===== src/design/gbcs_pkg.sv =====
// Shared types and constants for the gyro bias calibrate and subtract block.
package gbcs_pkg;

	localparam int SAMPLE_WIDTH = 16;
	localparam int ACC_WIDTH    = 32;
	localparam int COUNT_WIDTH  = 16;
	localparam int NUM_AXES     = 3;
	localparam int CFG_DATA_WIDTH = 16;

	typedef logic signed [SAMPLE_WIDTH-1:0] sample_t;
	typedef logic [ACC_WIDTH-1:0]           acc_t;
	typedef logic [COUNT_WIDTH-1:0]         count_t;

	typedef enum logic {
		CMD_SAMPLE = 1'b0,
		CMD_START  = 1'b1
	} cmd_t;

	typedef enum logic {
		REG_CAL_COUNT = 1'b0,
		REG_CORR_EN   = 1'b1
	} cfg_reg_t;

	typedef enum logic {
		ST_IDLE = 1'b0,
		ST_DIV  = 1'b1
	} state_t;

	typedef struct packed {
		logic    command;
		sample_t accel_x;
		sample_t accel_y;
		sample_t accel_z;
		sample_t gyro_x;
		sample_t gyro_y;
		sample_t gyro_z;
	} in_word_t;

	typedef struct packed {
		sample_t out_accel_x;
		sample_t out_accel_y;
		sample_t out_accel_z;
		sample_t out_gyro_x;
		sample_t out_gyro_y;
		sample_t out_gyro_z;
		logic    calibrating;
		logic    calibration_done;
	} out_word_t;

	typedef struct packed {
		logic   start;
		acc_t   dividend;
		count_t divisor;
	} div_req_t;

	typedef struct packed {
		logic    done;
		sample_t quotient;
	} div_rsp_t;

endpackage


===== src/design/gbcs_div.sv =====
// Shared bit-serial signed-by-unsigned divider, truncating toward zero.
module gbcs_div (
	input  logic               clk,
	input  logic               arst_n,
	input  gbcs_pkg::div_req_t req,
	output gbcs_pkg::div_rsp_t rsp
);

	localparam int AW = gbcs_pkg::ACC_WIDTH;
	localparam int CW = gbcs_pkg::COUNT_WIDTH;
	localparam int SW = gbcs_pkg::SAMPLE_WIDTH;
	localparam int STEP_W = $clog2(AW);

	logic              busy_q;
	logic              done_q;
	logic [STEP_W-1:0] step_q;
	logic [CW-1:0]     rem_q;
	logic [AW-1:0]     quo_q;
	logic [CW-1:0]     dvs_q;
	logic              neg_q;

	logic [CW:0]   rem_sh;
	logic [CW:0]   diff;
	logic          fits;
	logic [AW-1:0] mag;
	logic [SW-1:0] quo_lo;

	assign mag    = req.dividend[AW-1] ? (-req.dividend) : req.dividend;
	assign rem_sh = {rem_q, quo_q[AW-1]};
	assign diff   = rem_sh - {1'b0, dvs_q};
	assign fits   = !diff[CW];	// remainder stays below divisor, so sign bit is exact
	assign quo_lo = quo_q[SW-1:0];

	always_ff @(posedge clk or negedge arst_n) begin
		if (!arst_n) begin
			busy_q <= 1'b0;
			done_q <= 1'b0;
			step_q <= '0;
		end else begin
			done_q <= 1'b0;
			if (req.start) begin
				busy_q <= 1'b1;
				step_q <= '0;
			end else if (busy_q) begin
				step_q <= step_q + 1'b1;
				if (step_q == STEP_W'(AW - 1)) begin
					busy_q <= 1'b0;
					done_q <= 1'b1;
				end
			end
		end
	end

	always_ff @(posedge clk) begin
		if (req.start) begin
			rem_q <= '0;
			quo_q <= mag;
			dvs_q <= req.divisor;
			neg_q <= req.dividend[AW-1];
		end else if (busy_q) begin
			rem_q <= fits ? diff[CW-1:0] : rem_sh[CW-1:0];
			quo_q <= {quo_q[AW-2:0], fits};
		end
	end

	assign rsp.done     = done_q;
	assign rsp.quotient = neg_q ? (-quo_lo) : quo_lo;

endmodule


===== src/design/gyro_bias_calibrate_subtract.sv =====
// Top level: gyro offset subtraction, calibration accumulators and run sequencer.
//
//  channel  | signals                          | dir | handshake
//  ---------+----------------------------------+-----+-------------------------
//  in       | in_valid in_stall in_data        | in  | word taken: valid & !stall
//  out      | out_valid out_stall out_data     | out | word taken: valid & !stall
//  cfg      | cfg_valid cfg_ready cfg_index    | in  | write: valid & ready
//           | cfg_data                         |     |
//
// A sample or start word is taken when in_stall is low; its result is held in the
// output register. The word that completes a calibration run waits while
// the three offsets go one after another through the single shared divider,
// which per axis is loaded, shifts in the quotient bits and raises done.
// Reset clears accumulators, counter, offsets and config to their defaults.
// in_stall is high during the divide and while a held result is not taken.
// cfg writes are always taken (cfg_ready tied high).
module gyro_bias_calibrate_subtract (
	input  logic                                 clk,
	input  logic                                 arst_n,
	input  logic                                 in_valid,
	output logic                                 in_stall,
	input  gbcs_pkg::in_word_t                   in_data,
	output logic                                 out_valid,
	input  logic                                 out_stall,
	output gbcs_pkg::out_word_t                  out_data,
	input  logic                                 cfg_valid,
	output logic                                 cfg_ready,
	input  logic                                 cfg_index,
	input  logic [gbcs_pkg::CFG_DATA_WIDTH-1:0]  cfg_data
);

	localparam int NA = gbcs_pkg::NUM_AXES;
	localparam int CW = gbcs_pkg::COUNT_WIDTH;
	localparam int AW = gbcs_pkg::ACC_WIDTH;

	// configuration
	gbcs_pkg::count_t cal_count_q;
	logic             corr_en_q;

	// calibration state
	gbcs_pkg::acc_t    sum_q    [NA];
	gbcs_pkg::sample_t offset_q [NA];
	gbcs_pkg::count_t  samples_q;
	logic              calib_q;

	// sequencer
	gbcs_pkg::state_t  state_q, state_d;
	logic [1:0]        ax_q;
	logic              go_q;

	// output register and pending result of a completing word
	logic                out_valid_q;
	gbcs_pkg::out_word_t out_q;
	gbcs_pkg::out_word_t pend_q;

	gbcs_pkg::div_req_t div_req;
	gbcs_pkg::div_rsp_t div_rsp;

	// datapath
	gbcs_pkg::sample_t   gin   [NA];
	gbcs_pkg::sample_t   g     [NA];
	gbcs_pkg::acc_t      sum_d [NA];
	gbcs_pkg::count_t    samples_d;
	gbcs_pkg::count_t    cnt_eff;
	logic                accept;
	logic                is_start;
	logic                complete;
	logic                out_load;
	logic                sel_pend;
	logic                last_ax;
	gbcs_pkg::out_word_t imm_word;

	assign cfg_ready = 1'b1;

	assign gin[0] = in_data.gyro_x;
	assign gin[1] = in_data.gyro_y;
	assign gin[2] = in_data.gyro_z;

	always_comb begin
		for (int i = 0; i < NA; i++) begin
			g[i]     = corr_en_q ? (gin[i] - offset_q[i]) : gin[i];
			sum_d[i] = sum_q[i] + AW'(g[i]);
		end
	end

	assign is_start  = (in_data.command == gbcs_pkg::CMD_START);
	assign samples_d = samples_q + 1'b1;
	assign cnt_eff   = (cal_count_q == '0) ? CW'(1) : cal_count_q;	// zero count acts as one
	assign complete  = !is_start && calib_q && (samples_d >= cnt_eff);
	assign accept    = in_valid && !in_stall;
	assign last_ax   = (ax_q == 2'(NA - 1));

	always_comb begin
		if (is_start) begin
			imm_word = '0;
			imm_word.calibrating = 1'b1;
		end else begin
			imm_word.out_accel_x      = in_data.accel_x;
			imm_word.out_accel_y      = in_data.accel_y;
			imm_word.out_accel_z      = in_data.accel_z;
			imm_word.out_gyro_x       = g[0];
			imm_word.out_gyro_y       = g[1];
			imm_word.out_gyro_z       = g[2];
			imm_word.calibrating      = calib_q && !complete;
			imm_word.calibration_done = complete;
		end
	end

	// sequencer: next state and control
	always_comb begin
		state_d  = state_q;
		out_load = 1'b0;
		sel_pend = 1'b0;
		in_stall = (out_valid_q && out_stall);
		div_req.start    = 1'b0;
		div_req.dividend = sum_q[ax_q];
		div_req.divisor  = cnt_eff;
		case (state_q)
			gbcs_pkg::ST_IDLE: begin
				if (accept) begin
					if (complete)
						state_d = gbcs_pkg::ST_DIV;
					else
						out_load = 1'b1;
				end
			end
			gbcs_pkg::ST_DIV: begin
				in_stall      = 1'b1;
				div_req.start = go_q;
				if (div_rsp.done && last_ax) begin
					out_load = 1'b1;
					sel_pend = 1'b1;
					state_d  = gbcs_pkg::ST_IDLE;
				end
			end
			default: begin
				state_d  = gbcs_pkg::ST_IDLE;
				in_stall = 1'b1;
			end
		endcase
	end

	always_ff @(posedge clk or negedge arst_n) begin
		if (!arst_n)
			state_q <= gbcs_pkg::ST_IDLE;
		else
			state_q <= state_d;
	end

	always_ff @(posedge clk or negedge arst_n) begin
		if (!arst_n) begin
			cal_count_q <= CW'(1);
			corr_en_q   <= 1'b0;
		end else if (cfg_valid && cfg_ready) begin
			case (gbcs_pkg::cfg_reg_t'(cfg_index))
				gbcs_pkg::REG_CAL_COUNT: cal_count_q <= cfg_data[CW-1:0];
				gbcs_pkg::REG_CORR_EN:   corr_en_q   <= cfg_data[0];
				default: ;
			endcase
		end
	end

	// accumulators, counter and run flag
	always_ff @(posedge clk or negedge arst_n) begin
		if (!arst_n) begin
			for (int i = 0; i < NA; i++)
				sum_q[i] <= '0;
			samples_q <= '0;
			calib_q   <= 1'b0;
		end else if (accept) begin
			if (is_start) begin
				for (int i = 0; i < NA; i++)
					sum_q[i] <= '0;
				samples_q <= '0;
				calib_q   <= 1'b1;
			end else if (calib_q) begin
				for (int i = 0; i < NA; i++)
					sum_q[i] <= sum_d[i];
				samples_q <= samples_d;
				if (complete)
					calib_q <= 1'b0;
			end
		end
	end

	// axis walk through the shared divider, offsets written as quotients land
	always_ff @(posedge clk or negedge arst_n) begin
		if (!arst_n) begin
			ax_q <= '0;
			go_q <= 1'b0;
			for (int i = 0; i < NA; i++)
				offset_q[i] <= '0;
		end else begin
			go_q <= 1'b0;
			if (state_q == gbcs_pkg::ST_IDLE && state_d == gbcs_pkg::ST_DIV) begin
				ax_q <= '0;
				go_q <= 1'b1;
			end else if (state_q == gbcs_pkg::ST_DIV && div_rsp.done) begin
				offset_q[ax_q] <= div_rsp.quotient;
				if (!last_ax) begin
					ax_q <= ax_q + 1'b1;
					go_q <= 1'b1;
				end
			end
		end
	end

	// completing word keeps the outputs made with the old offsets
	always_ff @(posedge clk) begin
		if (accept && complete)
			pend_q <= imm_word;
	end

	always_ff @(posedge clk or negedge arst_n) begin
		if (!arst_n)
			out_valid_q <= 1'b0;
		else if (out_load)
			out_valid_q <= 1'b1;
		else if (!out_stall)
			out_valid_q <= 1'b0;
	end

	always_ff @(posedge clk) begin
		if (out_load)
			out_q <= sel_pend ? pend_q : imm_word;
	end

	assign out_valid = out_valid_q;
	assign out_data  = out_q;

	gbcs_div u_div (
		.clk    (clk),
		.arst_n (arst_n),
		.req    (div_req),
		.rsp    (div_rsp)
	);

`ifndef ASSERT_OFF
	a_no_overwrite: assert property (@(posedge clk) disable iff (!arst_n)
		out_load |-> !(out_valid_q && out_stall))
		else $error("held result overwritten");

	a_div_in_run: assert property (@(posedge clk) disable iff (!arst_n)
		div_rsp.done |-> (state_q == gbcs_pkg::ST_DIV))
		else $error("divider result outside divide phase");

	a_done_not_cal: assert property (@(posedge clk) disable iff (!arst_n)
		out_valid_q |-> !(out_q.calibrating && out_q.calibration_done))
		else $error("run both active and done");

	a_div_start_idle: assert property (@(posedge clk) disable iff (!arst_n)
		(state_q == gbcs_pkg::ST_IDLE) |-> !div_req.start)
		else $error("divider started while idle");
`endif

endmodule

===== config.mk =====
export PLATFORM = sky130hd
export DESIGN_NAME = gyro_bias_calibrate_subtract
export DESIGN_NICKNAME = d
export VERILOG_FILES = /design/src/design/gbcs_pkg.sv /design/src/design/gbcs_div.sv /design/src/design/gyro_bias_calibrate_subtract.sv
export SDC_FILE = /design/constraint.sdc
export NUM_CORES = 1
export LEC_CHECK = 0
export ABC_AREA = 1
export BUFFER_PORTS_ARGS = -buffer_cell sky130_fd_sc_hd__buf_2
export CORE_ASPECT_RATIO = 0.7
export CORE_MARGIN = 10
export CORE_UTILIZATION = 56
export DETAILED_ROUTE_END_ITERATION = 8
export PLACE_DENSITY = 0.76
export SETUP_SLACK_MARGIN = 0.4
export SLEW_MARGIN = 20
export SYNTH_ARGS = -nofsm -noshare
export SYNTH_HDL_FRONTEND = slang
export SYNTH_SLANG_ARGS = --single-unit

===== constraint.sdc =====
create_clock -name clk -period 5.3 [get_ports clk]
set_input_delay 0.53 -clock clk [delete_from_list [all_inputs] [get_ports clk]]
set_output_delay 0.53 -clock clk [all_outputs]
set_load 0.05 [all_outputs]

==> impl_results.md <==
* Initial antenna violation count at 3
* Die ar. at 0.0634 sq mm
* Port Buf Inserts at 218
* Ports at 220
* # fillers at 4,671
* Die Span Y at 214 um
* Root Driver: clkbuf_16
* Clk sinks at 451
* FFs w/ async S/R, synth at 42.1%
* Worst hold slack at -3.27 ps
* Total core area at 0.0526 sq mm
* Final clock skew at 31.0 ps
* CP Max Fanout at 49
* Pwr Density at 276 mW/mm^2
* TritonCTS Buffers at 46
* Vias in the first global route at 24,900
* # H-tree levels at 2
* Mapped Avg Cell Area at 7.51 sq um
* Worst-path clk slew at 70 ps
* Syn Inst Count at 3,996
* Synth area leader: edfxtp_1
* Sequential-to-total area share from yosys stat at 41.4%
* Failing checks: negative hold slack
* Leakage power at 0.0165 uW
* Final Hold Viols at 3
* Synth top area share at 24.5%
* Clk_lat worst skew at 610 ps
* Syn Std Cell Area at 0.0300 sq mm
* Rel. slew slack at 26.7%
* DR DRC count at 0
* Worst-Margin Slew at 1100 ps
* Drt first pass iters at 6
* Global route overflow at 0
* Rows at 70
* R2R Setup Slk at 1030 ps
* Final period utilization at 80.6%
* Vias per cell at 5.61
* Maxcap violations at 0
* Netlist cell types at 59
* Area delta synth->final at 10.6%
* First-pass GRT wire length at 137 mm
* FF+latch count, synth at 451
* Peak supply drop at 0.283 mV
* Startpoint types: flip-flop
* Post-synth EDFFs at 245
* Yosys Warn Count at 0
* Largest net degree at the start of global routing at 99
* DR iter-0 viols at 3,212
* Layout cells sized above 1 at 9.48%
* Post-CTS setup buffers at 0
* TNS Setup at 0 ps
* Syn nets at 4,316
* Drt wl/cell at 17.9 um
* Critical path class: flip-flop to flip-flop
* Minimum clock period at 4270 ps
* Status: complete, but fails checks
* X dimension of the die at 297 um
* Endpoints failing setup at 0
* GRT Total Usage at 27.0%
* WP data arrival at 4530 ps
* Reg2Reg Depth at 21
* Drt total wl at 88.1 mm
* Path category of the worst min-delay check: input port to async pin
* Maximum clock insertion buffer count at 3
* Critical Path RT at 5560 ps
* RSZ-0062 raised after global routing: false
* Synth area leaders: edfxtp_1, dfrtp_1, nand2_1
* Antenna viol nets, final at 0
* DP Wirelength at 65.8 mm
* DR vias at 27,600
* Final nets at 4,482
* FMAX at 234 MHz
* CTS tree: yes
* Top_reg_cell synth: edfxtp_1
* Max-slew violations at 0
* CP endpoint kind: flip-flop
* Routability cong. at 0.984
* Initial Utilization at 57.0%
final cells by class:
cell class              instances  area, sq um  area share, %
clock inverters                30          289          0.871
well taps                     720          901           2.71
flip-flops and latches        451        12400           37.5
inverters                     465         1750           5.27
repair buffers                243         1350           4.07
clock buffers                  55         1190           3.60
diodes                          3         7.51         0.0226
multi-input cells            2955        15300           46.0
flip-flops by register name (all words and copies together), names as in the netlist, 32 cells and up:
| signal | cells |
|---|---|
| offset_q | 48 |
| pend_q | 98 |
| sum_q | 96 |
| out_data | 98 |
| u_div.quo_q | 32 |
cell families after synthesis:
kind of cell,Yosys count,synth area share (%)
and+or+nand+nor,2000,27.6
AOI/OAI and AO/OA,678,12.5
buffers and inverters,590,7.77
DFF,451,41.4
adders and majority gates,201,8.55
xor gates and xnor gates,75,2.19
other,1,0.0125
critical path, stage by stage, from the launching register on:
cell and delay (ps):
dfrtp_1 410, ha_1 200, nand3_1 120, nor2_1 190
nand3_1 200, nor3_1 180, nand3_1 140, nor3_1 190
xor2_1 190, inv_1 70, ha_1 280, nand2_1 70
inv_1 60, nand3_1 80, nor3_1 260, nand3_1 110
nand3_1 190, nand3_1 140, inv_1 140, nand2_1 160
clkinvlp_4 190, buf_16 240
path summary, 6_finish.rpt:
path / start / end
max: samples_q[0]$_DFFE_PN0P_ / pend_q[49]$_DFFE_PP_
min: arst_n / sum_q[73]$_DFFE_PN0P_
max reg2reg: samples_q[0]$_DFFE_PN0P_ / pend_q[49]$_DFFE_PP_
min reg2reg: u_div.rem_q[13]$_SDFFE_PP0P_ / u_div.rem_q[13]$_SDFFE_PP0P_
max in group asynchronous: arst_n / sum_q[2]$_DFFE_PN0P_
min in group clk: cfg_valid / corr_en_q$_DFFE_PN0P_
where the power goes:
| group | switching [uW] | total, uW | leakage, uW | internal, uW |
|---|---|---|---|---|
| Clock | 1490 | 3270 | 0.000715 | 1780 |
| Combinational | 1360 | 2020 | 0.0110 | 661 |
| Sequential | 66.2 | 3860 | 0.00479 | 3790 |
| Total | 2920 | 9150 | 0.0165 | 6230 |
metrics by stage:
step / utilization [%] / total power (uW) / setup WS, ps / instance area, sq um / instances
after detailed placement: 60.2 / 5900 / 952 / 31700 / 4833
after floorplan: - / 5350 / 838 / 30000 / 3996
after CTS: 63.0 / 9150 / 915 / 33200 / 4918
after global placement: 60.2 / 5870 / 1090 / 31700 / 4833
after global routing: 63.1 / 9590 / 514 / 33200 / 4921
final: 63.1 / 9150 / 1030 / 33200 / 4922
Yosys cell counts, types with 13 or more instances:
master and instances:
ha_1 194, nor2_1 326, o21ai_0 270, o21ai_1 16, nand3b_1 14, a21o_1 23, o21a_1 15, inv_1 459
nand3_1 240, or2_2 36, a31oi_1 13, clkbuf_1 88, o22ai_1 14, o21bai_1 13, xor2_1 50, edfxtp_1 245
nand2_1 1254, xnor2_1 25, nand4_1 33, nor3_1 48, dfxtp_1 16, dfrtp_1 189, a21oi_1 264
layout by cell type (no fill, tap or decap), types with 7 or more instances in the layout:
master	instances
o21ai_0	270
o21bai_1	13
nor2_1	324
ha_1	194
dfrtp_1	188
o21a_1	15
a31oi_1	13
nand2_2	12
nand3b_1	14
nand3_1	240
clkinv_2	10
xnor2_1	25
edfxtp_1	245
o22ai_1	14
nand4_1	33
buf_4	22
buf_2	216
nor3_1	48
xor2_1	50
or2_2	36
and2_1	7
o21ai_1	16
clkbuf_16	47
a21oi_1	264
clkbuf_1	8
clkinv_1	7
dfxtp_1	16
a21o_1	23
o211ai_1	12
fa_1	7
inv_1	457
nand2_1	1253
layer usage:
layer / wire length [um] / vias to the layer above / track usage, %
met2: 36500 / 1216 / 38.2
met1: 40600 / 12800 / 41.5
li1: - / 13500 / -
met3: 9450 / 111 / 5.85
met4: 1540 / 2 / 5.63
met5: 13 / - / 0
what timing repair did:
item                                    4_1_cts  5_1_grt
gates resized for setup                       0        1
endpoints found under the setup margin        0       93
hold buffers                                  0        0
No activity file was read; power rests on OpenSTA's default activity.
